<file path="src/rtl/core/ttrc_pkg.sv">
package ttrc_pkg;

   localparam int TERM_W = 16;
   localparam int POS_W  = 8;
   localparam int BYTE_W = 8;

   // Width of the product of the byte factor with a term.
   localparam int PROD_W = TERM_W + BYTE_W + 1;

   localparam logic [TERM_W-1:0] TERM_MOD     = 16'hFFFF;
   localparam logic [TERM_W-1:0] FIRST_OFFSET = 16'd7;
   localparam logic [TERM_W-1:0] TERM_ONE     = 16'd1;
   localparam logic [POS_W-1:0]  ALPHA_STEP   = 8'd17;
   localparam logic [POS_W-1:0]  BETA_STEP    = 8'd31;

   typedef struct packed {
      logic [TERM_W-1:0] older;
      logic [TERM_W-1:0] newer;
      logic [POS_W-1:0]  position;
   } ttrc_state_type;

endpackage

</file>
<file path="src/rtl/core/ttrc_fold.sv">
module ttrc_fold
   import ttrc_pkg::*;
(
   input  logic [PROD_W-1:0] value,
   output logic [TERM_W-1:0] residue
);

   logic [TERM_W:0] sum;

   // 2^16 is one more than the modulus, so the upper bits fold onto the lower ones.
   // The sum stays below twice the modulus, so a single subtraction finishes it.
   always_comb begin
      sum = (TERM_W+1)'(value[PROD_W-1:TERM_W]) + (TERM_W+1)'(value[TERM_W-1:0]);
      if (sum >= {1'b0, TERM_MOD}) begin
         sum = sum - {1'b0, TERM_MOD};
      end
      residue = sum[TERM_W-1:0];
   end

endmodule

</file>
<file path="src/rtl/core/ttrc_term.sv">
module ttrc_term
   import ttrc_pkg::*;
(
   input  logic [BYTE_W-1:0] data_byte,
   input  ttrc_state_type    state,
   output logic [TERM_W-1:0] term
);

   logic [2*POS_W-1:0]  alpha_full;
   logic [2*POS_W-1:0]  beta_full;
   logic [BYTE_W:0]     factor;
   logic [PROD_W-1:0]   prod_a;
   logic [PROD_W-1:0]   prod_b;
   logic                a_ge_b;
   logic [PROD_W-1:0]   magnitude;
   logic [TERM_W-1:0]   folded;

   assign alpha_full = state.position * ALPHA_STEP;
   assign beta_full  = state.position * BETA_STEP;
   assign factor     = {1'b0, data_byte} + {1'b0, alpha_full[POS_W-1:0]};
   assign prod_a     = PROD_W'(factor) * PROD_W'(state.newer);
   assign prod_b     = PROD_W'(beta_full[POS_W-1:0]) * PROD_W'(state.older);
   assign a_ge_b     = (prod_a >= prod_b);

   // A negative difference d gives (d+1) mod 65535, so the magnitude less one is folded
   // and then negated modulo 65535.
   assign magnitude  = a_ge_b ? (prod_a - prod_b) : (prod_b - prod_a - PROD_W'(1));

   ttrc_fold u_fold (
      .value   (magnitude),
      .residue (folded)
   );

   always_comb begin
      if (a_ge_b || folded == '0) begin
         term = folded;
      end else begin
         term = TERM_MOD - folded;
      end
   end

endmodule

</file>
<file path="src/rtl/core/three_term_recurrence_checksum.sv">
// Three-term recurrence checksum over a byte stream.
// Input channel: one message byte per beat on req_data_byte, with req_last high on the
// final byte of a message. A beat is taken when req_valid is high and req_stall is low.
// Result channel: one beat per message on rsp_checksum, offered on rsp_valid and held
// while rsp_stall is high.
// Throughput: one byte per cycle while req_stall is low. Each byte is taken into an input
// register, and a single registered pass from it updates the two terms and the position.
// A final byte passes from the input register into the result register, which drives
// rsp_valid and rsp_checksum.
// When the receiver stalls, the result register holds its beat; bytes that are not
// final keep flowing, and a final byte waits in the input register, which raises
// req_stall until the result register frees.
// Reset clears both valid flags and sets the terms to one, the position to zero and
// the block to expect the first byte of a new message.
module three_term_recurrence_checksum
   import ttrc_pkg::*;
(
   input  logic              clock,
   input  logic              reset,
   input  logic              req_valid,
   output logic              req_stall,
   input  logic [BYTE_W-1:0] req_data_byte,
   input  logic              req_last,
   output logic              rsp_valid,
   input  logic              rsp_stall,
   output logic [TERM_W-1:0] rsp_checksum
);

   logic              s1_valid_ff, s1_valid_in;
   logic [BYTE_W-1:0] s1_byte_ff, s1_byte_in;
   logic              s1_last_ff, s1_last_in;
   ttrc_state_type    state_ff, state_in;
   logic              first_ff, first_in;
   logic              rsp_valid_ff, rsp_valid_in;
   logic [TERM_W-1:0] rsp_checksum_ff, rsp_checksum_in;

   logic              accept_in;
   logic              out_free;
   logic              s1_fire;
   logic [TERM_W-1:0] next_term;
   ttrc_state_type    stepped;

   ttrc_term u_term (
      .data_byte (s1_byte_ff),
      .state     (state_ff),
      .term      (next_term)
   );

   assign out_free  = !rsp_valid_ff || !rsp_stall;
   assign s1_fire   = s1_valid_ff && (!s1_last_ff || out_free);
   assign req_stall = s1_valid_ff && !s1_fire;
   assign accept_in = req_valid && !req_stall;

   always_comb begin
      s1_valid_in = s1_valid_ff;
      s1_byte_in  = s1_byte_ff;
      s1_last_in  = s1_last_ff;
      if (accept_in) begin
         s1_valid_in = 1'b1;
         s1_byte_in  = req_data_byte;
         s1_last_in  = req_last;
      end else if (s1_fire) begin
         s1_valid_in = 1'b0;
      end
   end

   always_comb begin
      if (first_ff) begin
         stepped.older    = TERM_ONE;
         stepped.newer    = TERM_W'(s1_byte_ff) + FIRST_OFFSET;
         stepped.position = POS_W'(1);
      end else begin
         stepped.older    = state_ff.newer;
         stepped.newer    = next_term;
         stepped.position = state_ff.position + POS_W'(1);
      end

      state_in        = state_ff;
      first_in        = first_ff;
      rsp_checksum_in = rsp_checksum_ff;
      rsp_valid_in    = rsp_valid_ff && rsp_stall;
      if (s1_fire) begin
         state_in = stepped;
         first_in = 1'b0;
         if (s1_last_ff) begin
            state_in.position = '0;
            first_in          = 1'b1;
            rsp_valid_in      = 1'b1;
            rsp_checksum_in   = stepped.newer;
         end
      end
   end

   always_ff @(posedge clock) begin
      if (reset) begin
         s1_valid_ff       <= 1'b0;
         rsp_valid_ff      <= 1'b0;
         first_ff          <= 1'b1;
         state_ff.older    <= TERM_ONE;
         state_ff.newer    <= TERM_ONE;
         state_ff.position <= '0;
      end else begin
         s1_valid_ff  <= s1_valid_in;
         rsp_valid_ff <= rsp_valid_in;
         first_ff     <= first_in;
         state_ff     <= state_in;
      end
   end

   always_ff @(posedge clock) begin
      s1_byte_ff      <= s1_byte_in;
      s1_last_ff      <= s1_last_in;
      rsp_checksum_ff <= rsp_checksum_in;
   end

   assign rsp_valid    = rsp_valid_ff;
   assign rsp_checksum = rsp_checksum_ff;

endmodule

</file>
<file path="config.mk">
export PLATFORM = sky130hd
export DESIGN_NAME = three_term_recurrence_checksum
export DESIGN_NICKNAME = d
export VERILOG_FILES = /design/src/rtl/core/ttrc_pkg.sv /design/src/rtl/core/ttrc_fold.sv /design/src/rtl/core/ttrc_term.sv /design/src/rtl/core/three_term_recurrence_checksum.sv
export SDC_FILE = /design/constraint.sdc
export NUM_CORES = 1
export LEC_CHECK = 0
export BUFFER_PORTS_ARGS = -buffer_cell sky130_fd_sc_hd__buf_2
export CELL_PAD_IN_SITES_DETAIL_PLACEMENT = 1
export CELL_PAD_IN_SITES_GLOBAL_PLACEMENT = 1
export CORE_MARGIN = 5
export CORE_UTILIZATION = 51
export CTS_BUF_LIST = sky130_fd_sc_hd__clkbuf_8
export DETAILED_ROUTE_END_ITERATION = 8
export GPL_TIMING_DRIVEN = 0
export PLACE_DENSITY_LB_ADDON = 0.1
export SLEW_MARGIN = 0
export SYNTH_ARGS = -nofsm -noshare
export SYNTH_HDL_FRONTEND = slang
export SYNTH_SLANG_ARGS = --single-unit
</file>
<file path="constraint.sdc">
create_clock -name clock -period 17.2 [get_ports clock]
set_clock_uncertainty 0.15 [all_clocks]
set_input_delay 0.86 -clock clock [delete_from_list [all_inputs] [get_ports clock]]
set_output_delay 0.86 -clock clock [all_outputs]
set_load 0.005 [all_outputs]
</file>
---- Word-level counts from Yosys, hierarchy flattened ----
Cells that the tools add are included.
word-level totals
  input bits .............................. 13
  output and inout bits ................... 18
  flip-flop bits (word level) ............. 68
  word-level logic and storage cells ...... 49
operators by class
  multiplexer cells ....................... 10
  magnitude comparators ................... 2
  add/subtract/negate cells ............... 9
  reductions and logical operators ........ 15
  multiply operators ...................... 4
operators by type and width
  cell                                                                      count
  40-bit 2-to-1 mux                                                         1
  16-bit 2-to-1 mux                                                         2
  25-bit by 24-bit >= comparator with 1-bit output                          1
  9-bit by 16-bit multiplier with 25-bit output                             1
  25-bit 2-to-1 mux                                                         1
  24-bit by 25-bit subtractor with 25-bit output                            1
  25-bit by 1-bit subtractor with 25-bit output (second input constant)     1
  25-bit by 24-bit subtractor with 25-bit output                            1
  8-bit by 16-bit multiplier with 24-bit output                             1
  9-bit by 16-bit adder with 17-bit output                                  1
  17-bit by 16-bit >= comparator with 1-bit output (second input constant)  1
  16-bit zero test                                                          1
  8-bit by 5-bit multiplier with 8-bit output (second input constant)       2
  16-bit subtractor (first input constant)                                  1
  16-bit subtractor (second input constant)                                 1
  8-bit by 3-bit adder with 9-bit output (second input constant)            1
  8-bit by 8-bit adder with 9-bit output                                    1
  8-bit by 1-bit adder with 8-bit output (second input constant)            1
  8-bit 2-to-1 mux                                                          1
  1-bit zero test                                                           5
  1-bit 2-to-1 mux                                                          5
  1-bit logical AND                                                         4
  1-bit logical OR                                                          3
  2-bit AND reduction                                                       1
  2-bit nonzero test                                                        1

---- Logic depth before layout (Yosys ltp) ----
Gate-level depths: netlist of run 1.
  depth in word-level cells ............... 14
  mapped depth ............................ 68
  gate-level depth less buffers ........... 64

---- By module ----
A second synthesis of run 1 with hierarchy kept.
unflattened totals
  cells, all modules ...................... 1,858
  area, all modules ....................... 15,621.2 um^2
modules (own cells, without submodules)
  module                          times used  area an instance (um^2)  seq. area each (um^2)  cells each
  ttrc_term                       1           11,969.0                 0.0                    1,460
  three_term_recurrence_checksum  1           2,687.6                  1,611.5                269
  ttrc_fold                       1           964.7                    0.0                    129

---- Least setup slack after synthesis of run 1 ----
No wires, ideal clock.
  kind .................................... register to register
  start point ............................. reg state_ff[1] in the netlist's numbering
  end point ............................... reg rsp_checksum_ff[2], in the netlist rsp_checksum[2] (data pin)
  cell stages (with the launch flop) ...... 64
  path buffers ............................ 6
  slack ................................... 2.133 ns
  setup time .............................. 0.255 ns
  arrival ................................. 14.663 ns
  data required time ...................... 16.795 ns
  clock period less this slack ............ 15.067 ns
  path through ............................ dfxtp_1 -> inv_1 -> fa_1 -> inv_1 -> fa_1 -> inv_1 -> fa_1 -> inv_1 -> ha_1 -> inv_1 -> o21bai_1 -> a21oi_1 -> xnor2_1 -> clkbuf_1 -> nand2_1 -> fa_1 -> fa_1 -> fa_1 -> (+28 left out) -> xnor2_1 -> inv_1 -> fa_1 -> nand2b_1 -> a21oi_1 -> a31oi_1 -> a211o_1 -> xnor2_1 -> nand2_1 -> nor2_1 -> a21boi_0 -> mux2_2 -> a21oi_1 -> or4b_1 -> or2_0 -> or3_4 -> buf_6 -> and2_1
RTL lines
  what                    line                                   source
  from (decl)             three_term_recurrence_checksum.sv:32   ttrc_state_type state_ff, state_in;
  from (signal assigned)  three_term_recurrence_checksum.sv:106  state_ff <= state_in;
  to (signal assigned)    three_term_recurrence_checksum.sv:113  rsp_checksum_ff <= rsp_checksum_in;
  to (decl)               three_term_recurrence_checksum.sv:35   logic [TERM_W-1:0] rsp_checksum_ff, rsp_checksum_in;

==> metrics.csv, run 1 <==
metric,value,unit
gp_congestion,0.967,
io-pin-count,31,
drtIter0Drc,751,
path_delay_family,adder cells,
fillers,3718,
die_x,185,um
initial_core_util,0.513,
synth_edf_count,25,
first_pass_iters,5,
vias,13300,
synth.distinct_cells,80,
cpMaxStageDelayCell,xnor2_1,
period_minus_slack,16570,ps
worst_slew_pin_slew,1010,ps
cp.arrival,16510,ps
gr-usage-all-layers,0.289,
whs_path_depth,2,
r2r_cells,60,
drive_above_1_share,0.0593,
hold_path_class,flop to flop,
outcome,"finished, final reports clean",
synthTopCellsByCount,"313 x inv_1, 208 x nand2_1, 197 x fa_1",
viasPerCell,5.75,
async_flop_share,0,
post-route-period-util,0.963,
syn_area,15600,sq um
cp.required,17140,ps
ys_seq_area_frac,0.103,
drc_errors,0,
synth_top_area_share,0.253,
grt_pass1_wl,77.8,mm
end_kind,flop,
cts.sinks,68,
num_rows,64,
core,30300,sq um
drv_slew,0,
crit_fanout,10,
port_buffers,30,
fin_nets,2299,
final_hold_viol_count,0,
min-delay-start,state_ff[22],
place_inst,2304,
synth_top_cell_by_area,fa_1,
htree_levels,3,
critPathBufInv,11,
max_stage_delay,690,ps
clk_latency,350,ps
wire_per_inst,21.1,um
crit_top_cell,fa_1,
ff2ff_setup_slack,630,ps
ys_seq_elements,68,
clk_pin_slew,80,ps
r2r-start,state_ff[0],
avgSynthCellArea,8.29,sq um
cts_tree,yes,
ctsHoldBuffers,0,
whs_endpoint,state_ff[38],
ctsRootBufferMaster,clkbuf_8,
antenna_found_initial,0,
overflow,0,
hpwl,41.2,mm
routed_wl,48.8,mm
die_y,185,um
areaGrowthSynthToFinish,6.74,%
dieArea,34100,sq um
grt_pass1_vias,14600,
instances_no_fill,2320,
cts_inserted_buffers,9,
ys_warn_count,0,
yosysMostFrequentCell,inv_1,
relSlewSlack,0.322,
ant_nets,0,
syn_inst,1878,
worst_setup_path_start_kind,flop,
finalSetupViolCount,0,
synthTopCellsByArea,"fa_1 25%, ha_1 14%, inv_1 7.5%, and2_1 5.8%, dfxtp_1 5.5%",
reg2reg_to,rsp_checksum[3],
clockBufferDepth,2,
maxCapViolCount,0,
grt_max_degree,17,
fmax,0.0604,GHz
diodes,0,
syn_nets,2258,
crit_type,flop to flop,
yosys_most_used_dff,dfxtp_1,
-- layer usage --
metal	vias to the layer above	track usage	share of wire	routed length, um
li1	6154	-	-	-
met1	6785	0.392	0.45	21900
met2	321	0.503	0.49	23900
met3	78	0.0257	0.037	1800
met4	0	0.0693	0.024	1200
met5	-	0	0	0
-- cells in the final DEF, fill, tap and decap left out, drive strengths merged, types with 7 or more instances in the layout --
master	n
xnor2	89
ha	170
nor3	25
a221oi	10
edfxtp	25
or3	8
o21a	8
and3	14
fa	197
o211ai	8
o21ai	36
clkbuf	72
o31ai	13
nand3	24
nand3b	24
mux2i	7
dfxtp	43
a21oi	115
nand4	15
a31oi	8
inv	314
nand2b	11
nor2b	28
a21o	32
buf	43
nand2	208
xor2	34
nor2	80
and2	145
o21bai	32
-- per-stage QoR --
step | TNS (ps) | hold slack, ps | cell area, sq um | utilization | worst slack [ps]
after floorplan | 0 | 309 | 15600 | - | 2130
after global placement | -19950 | 324 | 16200 | 0.534 | -834
after detailed placement | -30560 | 329 | 16200 | 0.534 | -1180
after CTS | 0 | 343 | 16500 | 0.543 | 18.6
after global routing | -114 | 368 | 16600 | 0.548 | -45.4
final | 0 | 343 | 16600 | 0.548 | 631
-- registers in the layout, indices dropped and copies added, names as in the netlist --
register,cells
s1_byte_ff,8
state_ff,40
s1_valid_ff,1
rsp_valid,1
first_ff,1
rsp_checksum,16
s1_last_ff,1
-- worst max-delay path by stage --
stage,to,depth (start not counted),from,slack (ps)
3_5_place_dp,rsp_checksum[2],63,state_ff[2],-1180
3_3_place_gp,rsp_checksum[2],63,state_ff[2],-830
5_1_grt,rsp_checksum[2],65,state_ff[1],-50
4_1_cts,rsp_checksum[2],62,state_ff[0],20
2_1_floorplan,rsp_checksum[2],63,state_ff[1],2130
6_report,rsp_checksum[3],60,state_ff[0],630
-- final cells by class --
type                    instances  area [sq um]  area share
clock inverters                 7          90.1     0.00542
repair buffers                 32           165     0.00994
multi-input cells            1421         12600       0.760
clock buffers                   9           124     0.00745
plain buffers                  74           318      0.0191
well taps                     396           495      0.0298
inverters                     313          1170      0.0707
flip-flops and latches         68          1620      0.0977
-- worst min-delay path, stage by stage, from the launching register on --
cell	delay, ps
dfxtp_1	310
nand3b_1	80
a21oi_1	60
-- cell families (layout without fill, tap and decap cells) --
kind of cell	Yosys count	count (layout)	synth area share
xor gates and xnor gates	123	123	0.0697
DFF	68	68	0.103
adders and majority gates	367	367	0.390
AOI/OAI and AO/OA	318	318	0.137
and+or+nand+nor	604	604	0.199
buffers and inverters	389	435	0.0951
muxes	9	9	0.00595
-- repair_timing --
action                     CTS  global route
setup buffers                0             2
resized for setup           16            31
setup endpoints to repair   32            32
pin swaps                    1             4
Power of run 1 is not shown: default switching activity piles up to over one toggle a cycle in this logic, so the estimate is an artifact.
==> run 2, diff against run 1 <==
--- a/config.mk
+++ b/config.mk
@@ -13,7 +13,7 @@
 export CTS_BUF_LIST = sky130_fd_sc_hd__clkbuf_8
 export DETAILED_ROUTE_END_ITERATION = 8
 export GPL_TIMING_DRIVEN = 0
-export PLACE_DENSITY_LB_ADDON = 0.1
+export PLACE_DENSITY = 0.8
 export SLEW_MARGIN = 0
 export SYNTH_ARGS = -nofsm -noshare
 export SYNTH_HDL_FRONTEND = slang
==> run 2 against run 1 <==
Against the previous run: via count increased by 0.19%; sequential share of layout area is essentially flat; cell area decreased by 0.17%; count of clock-buffer cells in the layout is 2 higher; global-route usage is 0.36 points higher; critical endpoint is now rsp_checksum[2]; wire length increased by 0.44%.
==> metrics.csv, run 2 (synthesis results as in run 1) <==
metric,value,unit,change
outcome,"finished, final reports clean",,
cp.required,17170,ps,+30 ps
hpwl,41.0,mm,-0.51%
finalSetupViolCount,0,,unchanged
min-delay-start,state_ff[13],,
clockBufferDepth,2,,unchanged
end_kind,flop,,
worst_setup_path_start_kind,flop,,
htree_levels,3,,unchanged
largest_register_ffs,40,,unchanged
cts_inserted_buffers,9,,unchanged
period_minus_slack,16320,ps,-250 ps
ff_latch_area,1620,sq um,-0.54%
rsz0062_at_grt,no,,
wire_per_inst,21.1,um,+0.39%
first_pass_iters,4,,-1
ff2ff_setup_slack,880,ps,+250 ps
placed_cell_area,16200,sq um,unchanged
r2r_cells,60,,unchanged
crit_fanout,10,,unchanged
drtIter0Drc,689,,-8.3%
initial_core_util,0.513,,unchanged
clk_pin_slew,80,ps,about the same
overflow,0,,unchanged
reg2reg_to,rsp_checksum[2],,
die_x,185,um,unchanged
grt_max_degree,17,,unchanged
antenna_found_initial,3,,+3
die_y,185,um,unchanged
core,30300,sq um,unchanged
relSlewSlack,0.348,,+0.0258
worst_slew_pin_slew,971,ps,-38.5 ps
cts.sinks,68,,unchanged
vias,13400,,+0.19%
max_stage_delay,770,ps,+80 ps
areaGrowthSynthToFinish,6.56,%,
fillers,3707,,-0.30%
clk_latency,360,ps,about the same
whs_endpoint,state_ff[29],,
whs,333,ps,-9.80 ps
fin_nets,2299,,unchanged
drc_errors,0,,unchanged
ctsHoldBuffers,0,,unchanged
gp_congestion,0.916,,-5.2%
cts_tree,yes,,
most-common-layout-cells,"314 x inv_1, 208 x nand2_1, 197 x fa_1",,
crit_type,flop to flop,,
post-route-period-util,0.949,,-0.0145
cpMaxStageDelayCell,xnor2_1,,
regMostFlops,state_ff,,
maxCapViolCount,0,,unchanged
gr-usage-all-layers,0.292,,+0.00355
cp.arrival,16290,ps,-220 ps
ant_nets,0,,unchanged
final_common_cell,inv_1,,
port_buffers,30,,unchanged
routed_wl,49.1,mm,+0.44%
final_hold_viol_count,0,,unchanged
crit_top_cell,fa_1,,
io-pin-count,31,,unchanged
r2r-start,state_ff[0],,
dieArea,34100,sq um,unchanged
ctsRootBufferMaster,clkbuf_8,,
hold_path_class,flop to flop,,
multi_input_area,12600,sq um,-0.11%
grt_pass1_wl,78.4,mm,+0.68%
viasPerCell,5.76,,+0.15%
drv_slew,0,,unchanged
grt_pass1_vias,14600,,+0.034%
whs_path_depth,2,,unchanged
num_rows,64,,unchanged
stdcell_area,16600,sq um,-0.17%
fmax,0.0613,GHz,+1.5%
drive_above_1_share,0.0551,,-0.00416
==> run 2: critical path: cells and delay by family (launching register included) <==
kind            cells  cell delay (ps)
compound gates     22             4360
xor+xnor            3             1150
fa+ha+maj          12             5390
buf+inv            11             1760
flops               1              420
simple gates       12             2830
==> run 2: cell type report <==
type,count,share of cell area
Antenna cell,1,0.000151
Buffer,74,0.0193
Clock buffer,11,0.00912
Clock inverter,5,0.00317
Inverter,313,0.0708
Multi-Input combinational cell,1421,0.760
Sequential cell,68,0.0973
Tap cell,396,0.0299
Timing Repair Buffer,32,0.00995
==> run 2: layer usage <==
metal	wire [um]	up-vias	share of wire	GRT usage
li1	-	6157	-	-
met1	21600	6800	0.44	0.394
met2	23800	308	0.49	0.498
met3	1930	97	0.039	0.0268
met4	1730	2	0.035	0.0975
met5	13	-	0.00027	0
==> run 2: metrics by stage <==
| stage | setup TNS, ps | worst slack (ps) | instances | utilization |
|---|---|---|---|---|
| 3_3_place_gp | -15930 | -695 | 2304 | 0.534 |
| 6_report | 0 | 881 | 2321 | 0.547 |
| 5_1_grt | 0 | 40.6 | 2320 | 0.547 |
| 4_1_cts | 0 | 89.9 | 2320 | 0.543 |
| 2_1_floorplan | 0 | 2130 | 1878 | - |
| 3_5_place_dp | -28030 | -1050 | 2304 | 0.534 |
==> run 2: timing repair <==
item                                    CTS  global route
pin swaps                                 1             3
setup buffers                             0             2
endpoints found under the hold margin     0             0
endpoints found under the setup margin   32            32
gates resized for setup                  14            26
==> run 2: worst max path at each step <==
stage                           start               to
after global placement    state_ff[2]  rsp_checksum[2]
after detailed placement  state_ff[1]  rsp_checksum[2]
final                     state_ff[0]  rsp_checksum[2]
after global routing      state_ff[1]  rsp_checksum[4]
after CTS                 state_ff[3]  rsp_checksum[2]
after floorplan           state_ff[1]  rsp_checksum[2]
Power of run 2 is left out for the same reason.
